==> config.mk <==
export PLATFORM = sky130hd
export DESIGN_NAME = sphere_signed_distance
export DESIGN_NICKNAME = d
export VERILOG_FILES = /design/src/hdl/sdf_pkg.sv /design/src/hdl/sdf_sq_pipe.sv /design/src/hdl/sdf_sqrt_pipe.sv /design/src/hdl/sphere_signed_distance.sv
export SDC_FILE = /design/constraint.sdc
export NUM_CORES = 2
export LEC_CHECK = 0
export BUFFER_PORTS_ARGS = -buffer_cell sky130_fd_sc_hd__buf_2
export CAP_MARGIN = 20
export CORE_MARGIN = 4
export CORE_UTILIZATION = 45
export DETAILED_ROUTE_END_ITERATION = 12
export SYNTH_ARGS = -nofsm -noshare
export SYNTH_HDL_FRONTEND = slang
export SYNTH_SLANG_ARGS = --single-unit
==> constraint.sdc <==
create_clock -name aclk -period 28.3 [get_ports aclk]
set_input_delay 1.415 -clock aclk [delete_from_list [all_inputs] [get_ports aclk]]
set_output_delay 1.415 -clock aclk [all_outputs]
set_load 0.01 [all_outputs]
==> src/hdl/sdf_pkg.sv <==
package sdf_pkg;

    // Field widths
    localparam int COORD_BITS  = 16;
    localparam int FRAC_BITS   = 8;
    localparam int RADIUS_BITS = COORD_BITS - 1;
    localparam int DIST_BITS   = COORD_BITS + 2;

    // Datapath widths
    localparam int DIFF_BITS = COORD_BITS + 1;
    localparam int MAG_BITS  = COORD_BITS;
    localparam int SQ_BITS   = 2 * MAG_BITS;
    localparam int SUM_BITS  = SQ_BITS + 2;
    localparam int ROOT_BITS = SUM_BITS / 2;

    // Square root pipeline: a few restoring steps per register stage
    localparam int ITERS_PER_STAGE = 3;
    localparam int SQRT_STAGES     = (ROOT_BITS + ITERS_PER_STAGE - 1) / ITERS_PER_STAGE;
    localparam int SQRT_ITERS      = SQRT_STAGES * ITERS_PER_STAGE;
    localparam int RADICAND_BITS   = 2 * SQRT_ITERS;
    localparam int REM_BITS        = SQRT_ITERS + 3;

    localparam logic [RADIUS_BITS-1:0] RADIUS_RESET = RADIUS_BITS'(1 << FRAC_BITS);

    typedef enum logic [1:0] {
        REG_CENTER_X = 2'd0,
        REG_CENTER_Y = 2'd1,
        REG_CENTER_Z = 2'd2,
        REG_RADIUS   = 2'd3
    } reg_index_t;

    typedef struct packed {
        logic [REM_BITS-1:0]      rem;
        logic [SQRT_ITERS-1:0]    root;
        logic [RADICAND_BITS-1:0] rad;
    } sqrt_state_t;

    // One restoring square root step: bring down the next bit pair, try 4q+1.
    function automatic sqrt_state_t sqrt_step(input sqrt_state_t st);
        logic [REM_BITS-1:0] cur;
        logic [REM_BITS-1:0] trial;
        sqrt_state_t         nxt;
        cur   = {st.rem[REM_BITS-3:0], st.rad[RADICAND_BITS-1 -: 2]};
        trial = REM_BITS'({st.root, 2'b01});
        nxt.rad = {st.rad[RADICAND_BITS-3:0], 2'b00};
        if (cur >= trial) begin
            nxt.rem  = cur - trial;
            nxt.root = {st.root[SQRT_ITERS-2:0], 1'b1};
        end else begin
            nxt.rem  = cur;
            nxt.root = {st.root[SQRT_ITERS-2:0], 1'b0};
        end
        return nxt;
    endfunction

    function automatic sqrt_state_t sqrt_stage(input sqrt_state_t st);
        sqrt_state_t tmp;
        tmp = st;
        for (int i = 0; i < ITERS_PER_STAGE; i++) begin
            tmp = sqrt_step(tmp);
        end
        return tmp;
    endfunction

endpackage

==> src/hdl/sdf_sq_pipe.sv <==
module sdf_sq_pipe (
    input  logic                                     aclk,
    input  logic                                     aresetn,
    input  logic                                     en,
    input  logic                                     in_valid,
    input  logic signed [sdf_pkg::COORD_BITS-1:0]    point_x,
    input  logic signed [sdf_pkg::COORD_BITS-1:0]    point_y,
    input  logic signed [sdf_pkg::COORD_BITS-1:0]    point_z,
    input  logic signed [sdf_pkg::COORD_BITS-1:0]    center_x,
    input  logic signed [sdf_pkg::COORD_BITS-1:0]    center_y,
    input  logic signed [sdf_pkg::COORD_BITS-1:0]    center_z,
    output logic                                     out_valid,
    output logic [sdf_pkg::SUM_BITS-1:0]             sum
);

    localparam int DB = sdf_pkg::DIFF_BITS;
    localparam int MB = sdf_pkg::MAG_BITS;
    localparam int QB = sdf_pkg::SQ_BITS;
    localparam int SB = sdf_pkg::SUM_BITS;

    logic signed [DB-1:0] dx, dy, dz;
    logic [DB-1:0]        ax, ay, az;

    logic [MB-1:0] mag_x_reg, mag_y_reg, mag_z_reg;
    logic [QB-1:0] sq_x_reg, sq_y_reg, sq_z_reg;
    logic [SB-1:0] sum_reg;
    logic          v1_reg, v2_reg, v3_reg;

    assign dx = DB'(point_x) - DB'(center_x);
    assign dy = DB'(point_y) - DB'(center_y);
    assign dz = DB'(point_z) - DB'(center_z);

    assign ax = dx[DB-1] ? DB'(-dx) : DB'(dx);
    assign ay = dy[DB-1] ? DB'(-dy) : DB'(dy);
    assign az = dz[DB-1] ? DB'(-dz) : DB'(dz);

    always_ff @(posedge aclk) begin
        if (!aresetn) begin
            v1_reg <= 1'b0;
            v2_reg <= 1'b0;
            v3_reg <= 1'b0;
        end else if (en) begin
            v1_reg <= in_valid;
            v2_reg <= v1_reg;
            v3_reg <= v2_reg;
        end
    end

    always_ff @(posedge aclk) begin
        if (en) begin
            // magnitude of a difference of two COORD_BITS-bit values fits in MB bits
            mag_x_reg <= ax[MB-1:0];
            mag_y_reg <= ay[MB-1:0];
            mag_z_reg <= az[MB-1:0];
            sq_x_reg  <= QB'(mag_x_reg) * QB'(mag_x_reg);
            sq_y_reg  <= QB'(mag_y_reg) * QB'(mag_y_reg);
            sq_z_reg  <= QB'(mag_z_reg) * QB'(mag_z_reg);
            sum_reg   <= SB'(sq_x_reg) + SB'(sq_y_reg) + SB'(sq_z_reg);
        end
    end

    assign out_valid = v3_reg;
    assign sum       = sum_reg;

endmodule

==> src/hdl/sdf_sqrt_pipe.sv <==
module sdf_sqrt_pipe (
    input  logic                          aclk,
    input  logic                          aresetn,
    input  logic                          en,
    input  logic                          in_valid,
    input  logic [sdf_pkg::SUM_BITS-1:0]  radicand,
    output logic                          out_valid,
    output logic [sdf_pkg::ROOT_BITS-1:0] root
);

    localparam int NS = sdf_pkg::SQRT_STAGES;

    sdf_pkg::sqrt_state_t stage_in   [NS];
    sdf_pkg::sqrt_state_t stage_next [NS];
    sdf_pkg::sqrt_state_t st_reg     [NS];
    logic [NS-1:0]        vld_reg;

    assign stage_in[0].rem  = '0;
    assign stage_in[0].root = '0;
    assign stage_in[0].rad  = sdf_pkg::RADICAND_BITS'(radicand);

    for (genvar s = 0; s < NS; s++) begin : g_stage
        if (s > 0) begin : g_link
            assign stage_in[s] = st_reg[s-1];
        end

        assign stage_next[s] = sdf_pkg::sqrt_stage(stage_in[s]);

        always_ff @(posedge aclk) begin
            if (en) begin
                st_reg[s] <= stage_next[s];
            end
        end
    end

    always_ff @(posedge aclk) begin
        if (!aresetn) begin
            vld_reg <= '0;
        end else if (en) begin
            vld_reg <= {vld_reg[NS-2:0], in_valid};
        end
    end

    assign out_valid = vld_reg[NS-1];
    assign root      = st_reg[NS-1].root[sdf_pkg::ROOT_BITS-1:0];

endmodule

==> src/hdl/sphere_signed_distance.sv <==
// Channel   Direction  Handshake          Payload
// s_        in         s_valid / s_ready  s_point_x, s_point_y, s_point_z (Q8.8)
// m_        out        m_valid / m_ready  m_signed_distance (Q10.8), m_inside_res
// cfg_      in         cfg_wr_en          cfg_index, cfg_wdata
//
// One point per cycle unless m_ stalls; three stages for difference, square
// and sum, six for the square root (three restoring steps each), one output stage.
// Reset (synchronous, aresetn low) clears all valid bits and loads the registers
// with centre 0 and radius 1.0.
// A result waiting at m_ holds the whole pipeline; s_ready follows that stall.
module sphere_signed_distance (
    input  logic                                  aclk,
    input  logic                                  aresetn,
    input  logic                                  cfg_wr_en,
    input  logic [1:0]                            cfg_index,
    input  logic [sdf_pkg::COORD_BITS-1:0]        cfg_wdata,
    input  logic                                  s_valid,
    output logic                                  s_ready,
    input  logic signed [sdf_pkg::COORD_BITS-1:0] s_point_x,
    input  logic signed [sdf_pkg::COORD_BITS-1:0] s_point_y,
    input  logic signed [sdf_pkg::COORD_BITS-1:0] s_point_z,
    output logic                                  m_valid,
    input  logic                                  m_ready,
    output logic signed [sdf_pkg::DIST_BITS-1:0]  m_signed_distance,
    output logic                                  m_inside_res
);

    localparam int CB = sdf_pkg::COORD_BITS;
    localparam int RB = sdf_pkg::RADIUS_BITS;
    localparam int DB = sdf_pkg::DIST_BITS;

    logic signed [CB-1:0] center_x_reg, center_y_reg, center_z_reg;
    logic [RB-1:0]        radius_reg;

    logic                          en;
    logic                          sum_valid;
    logic [sdf_pkg::SUM_BITS-1:0]  sum;
    logic                          root_valid;
    logic [sdf_pkg::ROOT_BITS-1:0] root;
    logic [DB-1:0]                 surface_dist;

    logic                 m_valid_reg;
    logic signed [DB-1:0] m_signed_distance_reg;
    logic                 m_inside_res_reg;

    always_ff @(posedge aclk) begin
        if (!aresetn) begin
            center_x_reg <= '0;
            center_y_reg <= '0;
            center_z_reg <= '0;
            radius_reg   <= sdf_pkg::RADIUS_RESET;
        end else if (cfg_wr_en) begin
            case (sdf_pkg::reg_index_t'(cfg_index))
                sdf_pkg::REG_CENTER_X: center_x_reg <= cfg_wdata;
                sdf_pkg::REG_CENTER_Y: center_y_reg <= cfg_wdata;
                sdf_pkg::REG_CENTER_Z: center_z_reg <= cfg_wdata;
                sdf_pkg::REG_RADIUS:   radius_reg   <= cfg_wdata[RB-1:0];
                default: ;
            endcase
        end
    end

    // advance everything unless a result is stuck at the output
    assign en      = !m_valid_reg || m_ready;
    assign s_ready = en;

    sdf_sq_pipe u_sq (
        .aclk      (aclk),
        .aresetn   (aresetn),
        .en        (en),
        .in_valid  (s_valid),
        .point_x   (s_point_x),
        .point_y   (s_point_y),
        .point_z   (s_point_z),
        .center_x  (center_x_reg),
        .center_y  (center_y_reg),
        .center_z  (center_z_reg),
        .out_valid (sum_valid),
        .sum       (sum)
    );

    sdf_sqrt_pipe u_sqrt (
        .aclk      (aclk),
        .aresetn   (aresetn),
        .en        (en),
        .in_valid  (sum_valid),
        .radicand  (sum),
        .out_valid (root_valid),
        .root      (root)
    );

    assign surface_dist = DB'(root) - DB'(radius_reg);

    always_ff @(posedge aclk) begin
        if (!aresetn) begin
            m_valid_reg <= 1'b0;
        end else if (en) begin
            m_valid_reg <= root_valid;
        end
    end

    always_ff @(posedge aclk) begin
        if (en) begin
            m_signed_distance_reg <= surface_dist;
            m_inside_res_reg      <= surface_dist[DB-1];
        end
    end

    assign m_valid           = m_valid_reg;
    assign m_signed_distance = m_signed_distance_reg;
    assign m_inside_res      = m_inside_res_reg;

endmodule

# Word level (Yosys, flattened, before mapping)
# Memories as Yosys holds them, arrays and structs flattened.
# Cells that the tools add are included.
# totals
wordCells	97
ram_bits	414
romBits	0
memories	1
latchBits	0
regBits	270
out_inout_bits	21
# op_classes
reduce_logical	7
n_shift	0
n_mul	3
mux	22
n_bitwise	0
n_div	0
magnitude_cmp	17
add_sub_neg	26
eq_ne	3
# memory_table
memory	depth	word_bits	read_ports	rd_ports_with_merged_regs	write_ports	line_no	rtl
u_sqrt.st_reg	6	69	6	0	6	sdf_sqrt_pipe.sv:15	sdf_pkg::sqrt_state_t st_reg [NS];
# op_table
operator	n
$mux W37	11
$ge A21 B20 Y1	16
$mux W39	6
$sub A19 B19 Y19	10
$sub A21 B20 Y21	6
$mul A16 B16 Y32	3
$sub A16 B16 Y17	3
$mux W16	3
$neg A16 Y16	3
$add A34 B32 Y34	1
$add A32 B32 Y33	1
$sub A17 B15 Y18	1
$reduce_and A2 Y1	4
$eq A2 B2 Y1 const B	2
$sub A2 B1 Y3 const B	1
$eq A2 B1 Y1 const B	1
$ge A2 B1 Y1 const B	1
$logic_not A2 Y1	1
$mux W1	2
$logic_not A1 Y1	1
$logic_or A1 B1 Y1	1

# Logic depth before layout (Yosys ltp)
# An unclocked memory read counts as a cell.
# depth
depth_word	7
depth_mapped	38
mapped_depth_nobuf	33

# Hierarchy
# Synthesis repeated with hierarchy kept, for this count alone.
# unflattened
cells_unflattened	5861
area_unflattened_um2	55306.8
# modules_own_cells
module	seq_area_each_um2	cells_each	instances	area_per_inst_um2
sdf_sq_pipe	5315.1	3385	1	32338.5
sdf_sqrt_pipe	7086.8	2048	1	19188.4
sphere_signed_distance	1821.7	428	1	3779.9

# Worst setup path before layout
# No wires, ideal clock.
# synth_timing
path_kind	in2reg
from	input m_ready
to	register m_signed_distance_reg[0] (netlist: m_signed_distance[0]), enable pin
required_ns	24.813
arrival_time_ns	9.396
setup_slack_ns	15.417
path_stages	2
path_cell_list	nor2b_1 -> clkinv_1
# synth_between
elab_chain_cells	1
# synth_rtl
element	line_no	rtl
from (decl)	sphere_signed_distance.sv:23	input logic m_ready,
$logic_or A1 B1 Y1	sphere_signed_distance.sv:64	assign en = !m_valid_reg || m_ready;
named net s_ready	sphere_signed_distance.sv:18	output logic s_ready,
to (signal assigned)	sphere_signed_distance.sv:104	m_signed_distance_reg <= surface_dist;
to (decl)	sphere_signed_distance.sv:43	logic signed [DB-1:0] m_signed_distance_reg;
# The timed path passes the listed nets, and every way through them passes these cells.
# A chain may end at the register's enable or synchronous reset.

==> impl_summary.log <==
INFO  metric status = completed
INFO  metric design.core.area = 120000 um2
INFO  metric globalRoute.totalOverflow = 0
INFO  metric final.period_utilization = 0.349
INFO  metric drt_iter0_markers = 2537
INFO  metric worst_ep_required_time = 28.75 ns
INFO  metric synthesis.yosys.warnings = 0
INFO  metric cp_slowest_stage_delay = 0.63 ns
INFO  metric global_route_wire_length_before_repair = 223 mm
INFO  metric tightest_hold_check_type = register to register
INFO  metric ctsHoldBuffers = 0
INFO  metric cts_tree = done
INFO  metric number_of_flip_flops_in_the_largest_register = 233
INFO  metric design.die.area = 127000 um2
INFO  metric tritoncts_num_sinks = 499
INFO  metric report.final.setup_viol = 0
INFO  metric std_cell_rows = 127
INFO  metric max_freq = 0.101 GHz
INFO  metric io_buffer_count = 91
INFO  metric total_iterations_of_the_first_detailed_routing_run = 7
INFO  metric place.detailed.hpwl = 111 mm
INFO  metric fin_crit = 9.89 ns
INFO  metric die_w = 357 um
INFO  metric clock_insertion_delay_worst_skew = 0.71 ns
INFO  metric maxCapViolations = 0
INFO  metric grt_start_max_net_pins = 173
INFO  metric die_height = 357 um
INFO  metric post_synthesis_async_set_or_reset_flop_share = 0
INFO  metric grt_usage = 0.220
INFO  metric multi_input_comb_area = 36500 um2
INFO  metric cts.path.max_buffers = 3
INFO  metric cp-start-kind = register
INFO  metric syn_area = 54800 um2
INFO  metric end_kind = register
INFO  metric layout.area.seq = 14300 um2
INFO  metric synth-seq-cells = 499
INFO  metric cts_root_buffer = clkbuf_16
INFO  metric synth-edff-count = 426
INFO  metric drc_viols = 0
INFO  metric grt_setup_unrepaired = no
INFO  metric critPathKind = register to register
INFO  metric antenna_left = 0
INFO  metric yosys_most_used_dff = edfxtp_1
INFO  metric min_from = u_sq.sum[24]$_DFFE_PP_
INFO  metric detail_route.wirelength = 139 mm
INFO  metric final.fill_count = 11400
INFO  metric wire_per_inst = 18.5 um
INFO  metric route.detailed.vias_per_inst = 5.39
INFO  metric post_route_utilization = 0.490
INFO  metric arrival = 10.34 ns
INFO  metric postCtsSetupRepairBufs = 0
INFO  metric fin_worst_skew = 0.0685 ns
INFO  metric relative_slew_slack = 0.301
INFO  metric clk_pin_slew = 0.06 ns
INFO  metric synth.lib_cells_used.distinct = 104
INFO  metric area.growth.synth_to_final = 7.70%
INFO  metric hold_viol_final = 0
INFO  metric critical_path.max_fanout = 18
INFO  metric drive_above_1_share = 0.0525
INFO  metric cts_resized = 0
INFO  metric maximum_level_of_the_cts_h_tree = 2
INFO  metric gpl.final_weighted_congestion = 0.912
INFO  metric finalMaxSlewViolations = 0
INFO  metric floorplan.initialDensity = 0.455
INFO  metric ys_seq_area_frac = 0.260
INFO  metric number_of_top_level_pins = 92
INFO  metric rr_startpoint = u_sqrt.st_reg[3][39]$_DFFE_PP_
INFO  metric cts_inserted_buffers = 61
INFO  metric syn_inst = 5836
INFO  metric grt_pass1_vias = 40400
INFO  metric source_of_the_critical_timing_path = u_sqrt.st_reg[3][39]$_DFFE_PP_
INFO  metric tns = 0 ns
INFO  metric avgSynthCellArea = 9.39 um2
INFO  metric cpMaxStageDelayCell = nor4_1
INFO  metric routed-via-count = 40700
INFO  metric layout.nets = 7027
INFO  metric antenna_found_initial = 3
INFO  metric worst-slew-pin-transition = 1.05 ns
placed cells by master, fill, tap and decap left out, types with 40 or more instances in the layout:
cell type	instances
a21boi_0	101
nor2b_1	53
and2_1	184
nor3_1	98
inv_1	935
nor2_1	403
buf_2	91
xor2_1	135
fa_1	497
edfxtp_1	426
o21a_1	56
xnor2_1	264
nand3_1	88
dfxtp_1	73
ha_1	587
a31oi_1	40
a21oi_1	297
nand2_1	516
o21ai_0	179
nand2b_1	56
a21o_1	83
clkbuf_16	63
and3_1	42
worst max-delay path: cells and delay by family, from the launching register on:
family | cells | cell delay [ns]
DFF | 1 | 0.41
adders and majority gates | 3 | 1.22
AOI/OAI and AO/OA | 7 | 1.77
muxes | 1 | 0.34
xor gates and xnor gates | 1 | 0.18
buffers and inverters | 5 | 1.30
and+or+nand+nor | 13 | 4.45
synthesized netlist by cell type, types with 53 or more instances:
library cell / n / area share
nor3_1: 98 / 0.0089
o21a_1: 56 / 0.0077
a21o_1: 83 / 0.011
dfxtp_1: 73 / 0.027
fa_1: 497 / 0.18
a21oi_1: 297 / 0.027
o21ai_0: 179 / 0.016
ha_1: 587 / 0.13
nand2_1: 516 / 0.035
nor2b_1: 53 / 0.0060
a21boi_0: 101 / 0.014
nand3_1: 88 / 0.0080
and2_1: 184 / 0.021
inv_1: 935 / 0.064
nor2_1: 403 / 0.028
xor2_1: 135 / 0.022
nand2b_1: 56 / 0.0064
xnor2_1: 264 / 0.042
clkbuf_1: 112 / 0.0077
edfxtp_1: 426 / 0.23
layer usage:
metal  share of wire  wire length [um]  global-route usage  vias to the layer above
li1                -                 -                   -                    19800
met1            0.46             63600               0.304                    20000
met2            0.48             66500               0.374                      744
met3           0.038              5300              0.0217                      162
met4           0.029              3990              0.0577                        0
met5               0                 0                   0                        -
final timing paths:
check	end	slack (ns)	cells past startpoint
hold / removal	u_sqrt.st_reg[0][24]$_DFFE_PP_	0.39	0
setup / recovery	u_sqrt.st_reg[4][53]$_DFFE_PP_	18.41	30
setup reg to reg	u_sqrt.st_reg[4][53]$_DFFE_PP_	18.41	30
hold reg to reg	u_sqrt.st_reg[0][24]$_DFFE_PP_	0.39	0
layout make-up:
type | count | area share
multi-input cells | 4266 | 0.618
flip-flops and latches | 499 | 0.241
inverters | 941 | 0.0601
well taps | 1612 | 0.0342
clock buffers | 85 | 0.0295
repair buffers | 103 | 0.00958
clock inverters | 30 | 0.00710
diodes | 1 | 0.0000424
cells by family after synthesis:
kind of cell | synth area share
AOI/OAI and AO/OA | 0.128
xor gates and xnor gates | 0.0637
adders and majority gates | 0.315
buffers and inverters | 0.0745
DFF | 0.260
muxes | 0.00938
other | 0.0000684
and+or+nand+nor | 0.149
metrics by stage:
stage	instances	hold WS [ns]	instance area, um2	setup slack (ns)
final	7537	0.388	59000	18.41
after global routing	7536	0.393	59000	17.75
after CTS	7534	0.383	59000	18.52
after detailed placement	7419	0.405	56900	18.53
after global placement	7419	0.403	56900	18.73
after floorplan	5838	0.400	54800	15.42
Power is left out: the tool's default activity adds up to more than one toggle a clock period on the data nets, which glitch-free logic cannot reach.
